$ cat config.mk
export PLATFORM = sky130hd
export DESIGN_NAME = direct_dft
export DESIGN_NICKNAME = d
export VERILOG_FILES = /design/src/design/ddft_pkg.sv /design/src/design/ddft_rom.sv /design/src/design/ddft_mac.sv /design/src/design/direct_dft.sv
export SDC_FILE = /design/constraint.sdc
export NUM_CORES = 2
export LEC_CHECK = 0
export ABC_AREA = 1
export BUFFER_PORTS_ARGS = -buffer_cell sky130_fd_sc_hd__buf_2
export CAP_MARGIN = 30
export CORE_MARGIN = 1.5
export CORE_UTILIZATION = 52
export DETAILED_ROUTE_END_ITERATION = 10
export HOLD_SLACK_MARGIN = 0.05
export PLACE_DENSITY = 0.68
export SETUP_SLACK_MARGIN = 0.4
export SLEW_MARGIN = 10
export SYNTH_ARGS = -nofsm -noshare
export SYNTH_HDL_FRONTEND = slang
export SYNTH_SLANG_ARGS = --single-unit
export TNS_END_PERCENT = 100
$ cat constraint.sdc
create_clock -name clk -period 6.4 [get_ports clk]
set_input_delay 0.32 -clock clk [delete_from_list [all_inputs] [get_ports clk]]
set_output_delay 0.32 -clock clk [all_outputs]
set_load 0.05 [all_outputs]
$ cat src/design/ddft_pkg.sv
// shared types and constants for the direct dft block
// no dependencies
package ddft_pkg;

  localparam int POINTS_DEF = 64;
  localparam int SAMPLE_W   = 16;
  localparam int TW_W       = 16;
  localparam int PROD_W     = SAMPLE_W + TW_W;
  localparam int ACC_W      = 38;
  localparam int OUT_W      = 22;
  localparam int BIN_W      = 6;

  typedef enum logic [1:0] {
    ST_LOAD,
    ST_CALC,
    ST_WAIT,
    ST_EMIT
  } dft_state_t;

  typedef struct packed {
    logic valid;
    logic first;
    logic last;
  } mac_ctrl_t;

endpackage

$ cat src/design/ddft_rom.sv
// twiddle table: cos and sin of 2*pi*m/POINTS in q1.15, registered read
// built at elaboration from a fixed-point taylor series; uses ddft_pkg
module ddft_rom #(
  parameter int POINTS = ddft_pkg::POINTS_DEF
) (
  input  logic                                 clk,
  input  logic [$clog2(POINTS)-1:0]            addr,
  output logic signed [ddft_pkg::TW_W-1:0]     cos_val,
  output logic signed [ddft_pkg::TW_W-1:0]     sin_val
);
  import ddft_pkg::*;

  localparam int TAYLOR_TERMS = 10;
  localparam logic [63:0] Q30_ONE     = 64'd1073741824;
  localparam logic [63:0] HALF_PI_Q30 = 64'd1686629713;
  localparam logic [63:0] COS_DIV [TAYLOR_TERMS] =
    '{64'd2, 64'd12, 64'd30, 64'd56, 64'd90, 64'd132, 64'd182, 64'd240, 64'd306, 64'd380};
  localparam logic [63:0] SIN_DIV [TAYLOR_TERMS] =
    '{64'd6, 64'd20, 64'd42, 64'd72, 64'd110, 64'd156, 64'd210, 64'd272, 64'd342, 64'd420};

  // clamp q2.30 to [0, 1], round to q1.15
  function automatic logic [TW_W-1:0] to_q15(input logic signed [63:0] v);
    logic [63:0] u;
    if (v < 0) begin
      u = 64'd0;
    end else if (v > signed'(Q30_ONE)) begin
      u = Q30_ONE;
    end else begin
      u = 64'(v);
    end
    u = (u + 64'd16384) >> 15;
    if (u > 64'd32767) begin
      u = 64'd32767;
    end
    return TW_W'(u);
  endfunction

  function automatic logic [POINTS-1:0][2*TW_W-1:0] build_rom();
    logic [POINTS-1:0][2*TW_W-1:0] tab;
    logic [63:0] q, r, a, x2, tc, ts;
    logic signed [63:0] vc, vs;
    logic [TW_W-1:0] c, s, cv, sv;
    for (int m = 0; m < POINTS; m++) begin
      q  = 64'(4 * m) / POINTS;
      r  = 64'(4 * m) - q * 64'(POINTS);
      a  = (HALF_PI_Q30 * r) / POINTS;
      x2 = (a * a) >> 30;
      tc = Q30_ONE;
      ts = a;
      vc = signed'(tc);
      vs = signed'(ts);
      for (int i = 0; i < TAYLOR_TERMS; i++) begin
        tc = ((tc * x2) >> 30) / COS_DIV[i];
        ts = ((ts * x2) >> 30) / SIN_DIV[i];
        if (i[0] == 1'b0) begin
          vc = vc - signed'(tc);
          vs = vs - signed'(ts);
        end else begin
          vc = vc + signed'(tc);
          vs = vs + signed'(ts);
        end
      end
      c = to_q15(vc);
      s = to_q15(vs);
      case (q[1:0])
        2'd0:    begin cv = c;        sv = s;        end
        2'd1:    begin cv = TW_W'(-s); sv = c;        end
        2'd2:    begin cv = TW_W'(-c); sv = TW_W'(-s); end
        default: begin cv = s;        sv = TW_W'(-c); end
      endcase
      tab[m] = {cv, sv};
    end
    return tab;
  endfunction

  localparam logic [POINTS-1:0][2*TW_W-1:0] TWIDDLE = build_rom();

  always_ff @(posedge clk) begin
    {cos_val, sin_val} <= TWIDDLE[addr];
  end

endmodule

$ cat src/design/ddft_mac.sv
// shared multiply-accumulate unit for both bin sums, plus round and saturate
// two-stage: product register, then accumulator; uses ddft_pkg
module ddft_mac (
  input  logic                                  clk,
  input  logic                                  rst,
  input  ddft_pkg::mac_ctrl_t                   ctrl,
  input  logic signed [ddft_pkg::SAMPLE_W-1:0]  smp,
  input  logic signed [ddft_pkg::TW_W-1:0]      cos_val,
  input  logic signed [ddft_pkg::TW_W-1:0]      sin_val,
  output logic                                  done,
  output logic signed [ddft_pkg::OUT_W-1:0]     real_sat,
  output logic signed [ddft_pkg::OUT_W-1:0]     imag_sat
);
  import ddft_pkg::*;

  localparam int SH_W = ACC_W - 15;

  mac_ctrl_t                 pctrl;
  logic signed [PROD_W-1:0]  prod_re;
  logic signed [PROD_W-1:0]  prod_im;
  logic signed [ACC_W-1:0]   acc_re;
  logic signed [ACC_W-1:0]   acc_im;

  // round half up from q.30 to q.15, then clip to the output range
  function automatic logic signed [OUT_W-1:0] round_sat(input logic signed [ACC_W-1:0] acc);
    logic signed [ACC_W-1:0] t;
    logic signed [SH_W-1:0]  v;
    t = acc + ACC_W'(16384);
    v = SH_W'(t >>> 15);
    if (v > SH_W'(2097151)) begin
      return OUT_W'(2097151);
    end else if (v < -SH_W'(2097152)) begin
      return OUT_W'(-2097152);
    end
    return OUT_W'(v);
  endfunction

  always_ff @(posedge clk) begin
    if (rst) begin
      pctrl <= '0;
      done  <= 1'b0;
    end else begin
      pctrl <= ctrl;
      done  <= pctrl.valid && pctrl.last;
    end
  end

  always_ff @(posedge clk) begin
    prod_re <= PROD_W'(smp) * PROD_W'(cos_val);
    prod_im <= PROD_W'(smp) * PROD_W'(sin_val);
    if (pctrl.valid) begin
      if (pctrl.first) begin
        acc_re <= ACC_W'(prod_re);
        acc_im <= -ACC_W'(prod_im);
      end else begin
        acc_re <= acc_re + ACC_W'(prod_re);
        acc_im <= acc_im - ACC_W'(prod_im);
      end
    end
  end

  assign real_sat = round_sat(acc_re);
  assign imag_sat = round_sat(acc_im);

endmodule

$ cat src/design/direct_dft.sv
// direct dft top level: sample store, sequencer, twiddle rom and shared mac
// depends on ddft_pkg, ddft_rom, ddft_mac
//
//  channel | handshake               | payload
//  --------+-------------------------+-----------------------------------------
//  sample  | sample_valid/sample_ready | sample (signed q1.15)
//  bin     | bin_valid/bin_ready     | bin_index, real_part, imag_part, last_bin
//
// a sample is taken each cycle while loading; the last sample of a frame starts
// the transform. each bin needs POINTS products on the one mac (one cos and one sin
// product per cycle), then the mac pipeline drains and the bin is handed over.
// sync reset clears the sequencer and counters; the sample store is not cleared.
// a stalled bin output holds the sequencer in its emit step; samples are taken
// again as soon as the last bin sits in the output register.
module direct_dft #(
  parameter int POINTS = ddft_pkg::POINTS_DEF
) (
  input  logic                                  clk,
  input  logic                                  rst,
  input  logic                                  sample_valid,
  output logic                                  sample_ready,
  input  logic signed [ddft_pkg::SAMPLE_W-1:0]  sample,
  output logic                                  bin_valid,
  input  logic                                  bin_ready,
  output logic [ddft_pkg::BIN_W-1:0]            bin_index,
  output logic signed [ddft_pkg::OUT_W-1:0]     real_part,
  output logic signed [ddft_pkg::OUT_W-1:0]     imag_part,
  output logic                                  last_bin
);
  import ddft_pkg::*;

  localparam int IDX_W = $clog2(POINTS);
  localparam logic [IDX_W-1:0] LAST_IDX = IDX_W'(POINTS - 1);

  dft_state_t state, state_next;

  logic [IDX_W-1:0] load_count;
  logic [IDX_W-1:0] n;     // sample index within the current bin
  logic [IDX_W-1:0] m;     // twiddle index, (k*n) mod POINTS
  logic [IDX_W-1:0] k;     // bin being computed
  logic [IDX_W:0]   m_sum;
  logic [IDX_W-1:0] m_step;

  logic load_last, n_last, k_last, out_free;
  logic store_wr, emit;

  mac_ctrl_t issue, issue_q;

  logic signed [SAMPLE_W-1:0] store [POINTS];
  logic signed [SAMPLE_W-1:0] smp_q;
  logic signed [TW_W-1:0]     cos_val, sin_val;

  logic                       mac_done;
  logic signed [OUT_W-1:0]    real_sat, imag_sat;

  assign load_last = (load_count == LAST_IDX);
  assign n_last    = (n == LAST_IDX);
  assign k_last    = (k == LAST_IDX);
  assign out_free  = !bin_valid || bin_ready;

  // next twiddle index: add k, wrap once
  assign m_sum  = {1'b0, m} + {1'b0, k};
  assign m_step = (m_sum >= (IDX_W+1)'(POINTS)) ? IDX_W'(m_sum - (IDX_W+1)'(POINTS))
                                                : IDX_W'(m_sum);

  // sequencer next state
  always_comb begin
    state_next = state;
    case (state)
      ST_LOAD: if (sample_valid && load_last) state_next = ST_CALC;
      ST_CALC: if (n_last) state_next = ST_WAIT;
      ST_WAIT: if (mac_done) state_next = ST_EMIT;
      ST_EMIT: if (out_free) state_next = k_last ? ST_LOAD : ST_CALC;
      default: state_next = ST_LOAD;
    endcase
  end

  // sequencer outputs
  always_comb begin
    sample_ready = 1'b0;
    emit         = 1'b0;
    issue        = '0;
    case (state)
      ST_LOAD: sample_ready = 1'b1;
      ST_CALC: begin
        issue.valid = 1'b1;
        issue.first = (n == '0);
        issue.last  = n_last;
      end
      ST_WAIT: emit = 1'b0;
      ST_EMIT: emit = out_free;
      default: sample_ready = 1'b0;
    endcase
  end

  assign store_wr = sample_valid && sample_ready;

  always_ff @(posedge clk) begin
    if (rst) begin
      state      <= ST_LOAD;
      load_count <= '0;
      n          <= '0;
      m          <= '0;
      k          <= '0;
      issue_q    <= '0;
    end else begin
      state   <= state_next;
      issue_q <= issue;
      if (store_wr) begin
        load_count <= load_last ? '0 : load_count + 1'b1;
      end
      // n and m sweep one bin, then rest at zero for the next one
      if (state == ST_CALC) begin
        n <= n_last ? '0 : n + 1'b1;
        m <= n_last ? '0 : m_step;
      end
      if (emit) begin
        k <= k_last ? '0 : k + 1'b1;
      end
    end
  end

  // sample store, registered read lines up with the twiddle rom
  always_ff @(posedge clk) begin
    if (store_wr) begin
      store[load_count] <= sample;
    end
    smp_q <= store[n];
  end

  ddft_rom #(.POINTS(POINTS)) u_rom (
    .clk     (clk),
    .addr    (m),
    .cos_val (cos_val),
    .sin_val (sin_val)
  );

  ddft_mac u_mac (
    .clk      (clk),
    .rst      (rst),
    .ctrl     (issue_q),
    .smp      (smp_q),
    .cos_val  (cos_val),
    .sin_val  (sin_val),
    .done     (mac_done),
    .real_sat (real_sat),
    .imag_sat (imag_sat)
  );

  // output register, parts the sequencer from the consumer
  always_ff @(posedge clk) begin
    if (rst) begin
      bin_valid <= 1'b0;
    end else if (emit) begin
      bin_valid <= 1'b1;
    end else if (bin_ready) begin
      bin_valid <= 1'b0;
    end
  end

  always_ff @(posedge clk) begin
    if (emit) begin
      bin_index <= BIN_W'(k);
      real_part <= real_sat;
      imag_part <= imag_sat;
      last_bin  <= k_last;
    end
  end

endmodule

Word-level counts from Yosys, hierarchy flattened --
Memory sizes are Yosys's and may differ from the RTL's. A register that Yosys moved wholly into a read port is not among the register bits. Index checks and enable logic that the tools add are counted.
Cells by class: add/sub/neg operators 10, $mul 2, magnitude comparators 5, equal/unequal tests 10, muxes and demuxes 30, bitwise operators 1, reductions and logical operators 10
Operators by type and width (number):
- $mux 22 | 6
- $add 38x16->38 const B | 2
- $mux 38 | 2
- $mul 16x16->32 | 2
- $gt 23x22->1 const B | 2
- $lt 23x22->1 const B | 2
- $add 38x32->38 | 1
- $neg 32->38 | 1
- $sub 38x32->38 | 1
- $mux 6 | 5
- $add 6x1->6 const B | 3
- $eq 6x6->1 const B | 3
- $mux 1 | 11
- $mux 2 | 4
- $pmux 2 s4 | 1
- $add 6x6->7 | 1
- $ge 7x7->1 const B | 1
- $logic_not 6->1 | 1
- $ne 2x2->1 const B | 3
- $sub 6x1->6 const B | 1
- $eq 2x2->1 const B | 2
- $reduce_and 4->1 | 1
- $logic_and 1x1->1 | 3
- $mux 3 | 1
- 8 further kinds | 8
Word-level totals: register bits after elaboration 225, bits in writable memories 1024, ROM bits 2048, input bits 20, output and inout bits 53, logic and storage cells 91, memories kept 2
Memory list:
- (name not given) | depth 64, width 32, read ports 1, clocked after memory_dff 1, write ports 0, line ddft_rom.sv:79 | {cos_val, sin_val} <= TWIDDLE[addr];
- store | depth 64, width 16, read ports 1, clocked after memory_dff 1, write ports 1, line direct_dft.sv:49 | logic signed [SAMPLE_W-1:0] store [POINTS];

Depth between registers and ports, before layout --
word-level depth 5, mapped depth 25, mapped depth without buffers 23

Cells and area by module --
From an unflattened synthesis, not the netlist that was laid out.
Unflattened totals: cells, all modules 9328, area, all modules 82165.1 µm²
Modules (own cells, without submodules):
- direct_dft | instances 1, cells an instance 4150, area each 46135.5 µm², sequential area each 33201.8 µm²
- ddft_mac | instances 1, cells an instance 4699, area each 33364.5 µm², sequential area each 3643.5 µm²
- ddft_rom | instances 1, cells an instance 479, area each 2665.1 µm², sequential area each 640.6 µm²

Worst setup path before layout --
Ideal clock, no wire load.
path kind reg2reg, start point register u_rom.sin_val[3] in the netlist's numbering, end point register u_mac.prod_im[31], library setup time 0.112 ns, arrival 5.443 ns, data required time 6.288 ns, setup slack 0.845 ns, stages on the path, launching flop included 22, buffers on the path 2, clock period less this slack 5.555 ns, path through dfxtp_1 -> clkbuf_1 -> clkbuf_1 -> nand2_1 -> inv_1 -> fa_1 -> fa_1 -> fa_1 -> fa_1 -> inv_1 -> fa_1 -> inv_1 -> fa_1 -> ha_1 -> inv_1 -> nor3_1 -> nand2_1 -> or2_2 -> nand3_1 -> inv_1 -> nand2_1 -> nand2_1
On the way: word-level cells in the longest chain between the ends 1
Ends and longest elaborated chain:
- start, declared | line ddft_rom.sv:9 | output logic signed [ddft_pkg::TW_W-1:0] sin_val
- $mul 16x16->32 | line ddft_mac.sv:50 | prod_im <= PROD_W'(smp) * PROD_W'(sin_val);
- end signal, assigned | line ddft_mac.sv:50
- end, declared | line ddft_mac.sv:20 | logic signed [PROD_W-1:0] prod_im;
No other way between the ends. A chain may end at the register's enable or synchronous reset.

Final worst setup path --
start point register smp_q[15], read port of store, end point register u_mac.prod_re[25]
On the way: word-level cells in the longest chain between the ends 1
Ends and longest elaborated chain:
- start, declared | line direct_dft.sv:50 | logic signed [SAMPLE_W-1:0] smp_q;
- $mul 16x16->32 | line ddft_mac.sv:49 | prod_re <= PROD_W'(smp) * PROD_W'(cos_val);
- end signal, assigned | line ddft_mac.sv:49
- end, declared | line ddft_mac.sv:19 | logic signed [PROD_W-1:0] prod_re;
No other way between the ends.

==> flow_summary.ini <==
[placed_design]
place_congestion = 0.968
dpl.hpwl_mm = 151
io_buffers = 72

[synth]
synth_area_leader_cell = edfxtp_1
avgSynthCellArea_um2 = 9.34
synth_fp_nets = 9326
ys_types = 54
seq_area_frac_synth_pct = 47.1
synthSimpleGateAreaFrac_pct = 17.1
synth_ff_type = edfxtp_1
yosysTopAreaCellShare_pct = 43.5
synthAdderAreaFrac_pct = 17.5
synth_seq_cells = 1297
syn_area_mm2 = 0.0795
synthCells = 8513
synthArstFlopShare_pct = 0
synth_mux_area_share_pct = 0.0252
synthXorXnorAreaFrac_pct = 1.52
synth_top_family_by_area = adder cells
synth_edf_count = 1151
synth_area_leaders = edfxtp_1, fa_1, nand2_1, inv_1, nor2_1
synth_compound_area_share_pct = 8.56
ys_warn_count = 0

[setup_path]
critPathKind = reg -> reg
critical_path.max_stage_delay_ns = 0.64
crit_slowest_cell = fa_1
critical_path.top_delay_family = adder cells
path_buf_inv = 4
path_max_fanout = 23
critical_path_arrival_ns = 6.46
worst-endpoint-required_ns = 7.09
timing.rr.start = smp_q[15]$_DFF_P_
start_kind = flop
crit_start = smp_q[15]$_DFF_P_
path_cells = buf_6, buf_4, nand2_1, fa_1, inv_1, fa_1, fa_1, fa_1, fa_1, fa_1, ha_1, nand2_1, nor2_1, inv_1, nor2_1, nand3_1, o211ai_1, xor2_1
end_kind = flop
crit_path_frequent_cell = fa_1

[finish]
final_cell_mix = nand2_1, inv_1, edfxtp_1, nor2_1, o21ai_0
multi_input_area_mm2 = 0.0355
area_growth_pct = 9.48
nFillCells = 13100
utilization_pct = 57.3
nNetsFinal = 9362
drive_above_1_share_pct = 6.35
diodes = 0
final_common_cell = nand2_1
seqCellArea_mm2 = 0.0375

[die]
die_w_um = 394
rows = 143
core-area_mm2 = 0.152
initial_core_util_pct = 52.4
dieArea_mm2 = 0.155
io_pins = 73
die_h_um = 394

[clock_network]
cts_made_buffers = 141
root_buffer = clkbuf_16
cts.sinks = 1297
worstSkewPairLatency_ns = 0.79
path_clk_slew_ns = 0.06
h-tree-depth = 4
clk_path_buf_depth = 3
cts_tree = built

[drt]
vias_per_cell = 5.54
wl_per_cell_um = 20.6
drtIter0Drc = 5703
ant_nets = 0
remaining_drc_errors = 0
wl_mm = 220
first_pass_iters = 6
vias = 59300

[grt]
grt_max_degree = 167
grt-ovfl-total = 0
grt_pass1_vias = 59000
grt_pass1_wl_mm = 341
antenna_found_initial = 4
track_usage_pct = 28.4

[run_status]
status = finished, final reports clean

[timing]
relSlewSlack_pct = 32.7
worst_pin_slew_ns = 1.01
rsz0062_at_grt = no
setup_violations = 0
final.setup.tns_ns = 0
fin_crit_ns = 5.77
slew_viol_final = 0
finalHoldViolations = 0
finalClockSkew_ns = 0.0561
clock.fmax_mhz = 173
period_share_pct = 90.1

[worst_hold_path]
hold_class = in -> reg
hold_start = sample[4]

[flow_run]
maxCapViolations = 0
==> cell families (layout without fill, tap and decap cells) <==
family,after synthesis,in the layout
xor gates and xnor gates,138,138
adders and majority gates,793,793
AOI/OAI and AO/OA,1228,1228
and+or+nand+nor,3380,3380
muxes,2,2
DFF,1297,1297
buffers and inverters,1675,1824
==> through the flow <==
stage          setup WS [ns]  instances  hold WS (ns)  cell area, µm²
3_5_place_dp           0.385      10400         0.385           82300
2_1_floorplan          0.845       8513         0.388           79500
6_report               0.633      10700         0.160           87100
3_3_place_gp           0.391      10400         0.386           82300
4_1_cts                0.461      10700         0.130           86900
5_1_grt                0.411      10700         0.153           87100
==> cell usage after synthesis (3+ instances only) <==
cell type     n
nand3_1     276
nor4_1        7
a211oi_1      3
o31ai_1       4
xor2_1       98
nand4_1      75
buf_4        22
o221ai_1     12
o211ai_1    103
a22oi_1       3
nand2_1    1849
edfxtp_1   1151
buf_1        16
clkbuf_1    239
o21bai_1     23
dfxtp_1     146
ha_1        266
or2_2        22
inv_2         9
buf_2        81
nand2_2       5
o2111ai_1     3
nor3_1       50
nor2_4        7
o21ai_1       8
inv_1      1296
o21ai_0     673
o22ai_1     151
a31oi_1       9
nor2_1     1050
a21boi_0      5
fa_1        527
xnor2_1      40
a21oi_1     215
nand3b_1     25
a21o_1        9
buf_6         9
==> cell type report <==
| cell class | instances | area share, % |
|---|---|---|
| clock inverter | 84 | 1.00 |
| timing repair buffer | 260 | 2.25 |
| inverter | 1308 | 5.65 |
| multi-input combinational | 5541 | 40.8 |
| tap | 2030 | 2.92 |
| clock buffer | 172 | 4.26 |
| sequential | 1297 | 43.1 |
==> final timing paths <==
path	to	slack, ns	depth (start not counted)
max	u_mac.prod_re[25]$_DFF_P_	0.63	18
min	store[19][4]$_DFFE_PP_	0.16	1
max reg2reg	u_mac.prod_re[25]$_DFF_P_	0.63	18
min reg2reg	u_mac.pctrl[2]$_SDFF_PP0_	0.39	2
==> per-layer routing <==
metal  vias up  track usage (%)  share of wire (%)
met2      2286             46.5                 48
met4         4             11.0                3.9
met3       466             4.04                7.2
met5         -                0              0.013
met1     28900             38.2                 41
li1      27700                -                  -
==> sequential cells by signal (all words and copies together), names as in the netlist, 16 cells and up <==
name	count
real_part	22
u_rom.cos_val	16
u_mac.acc_re	38
smp_q	16
u_rom.sin_val	16
u_mac.acc_im	38
store	1024
u_mac.prod_re	32
imag_part	22
u_mac.prod_im	32
==> timing repair <==
action,4_1_cts,5_1_grt
resized for setup,3,31
buffers inserted,0,5
gates cloned,0,0
hold buffers,3,0
pin swaps,0,4
setup endpoints to repair,3,28
endpoints found under the hold margin,18,0
Power is left out: the tool's default activity adds up to more than one toggle a clock period on the data nets, which glitch-free logic cannot reach.
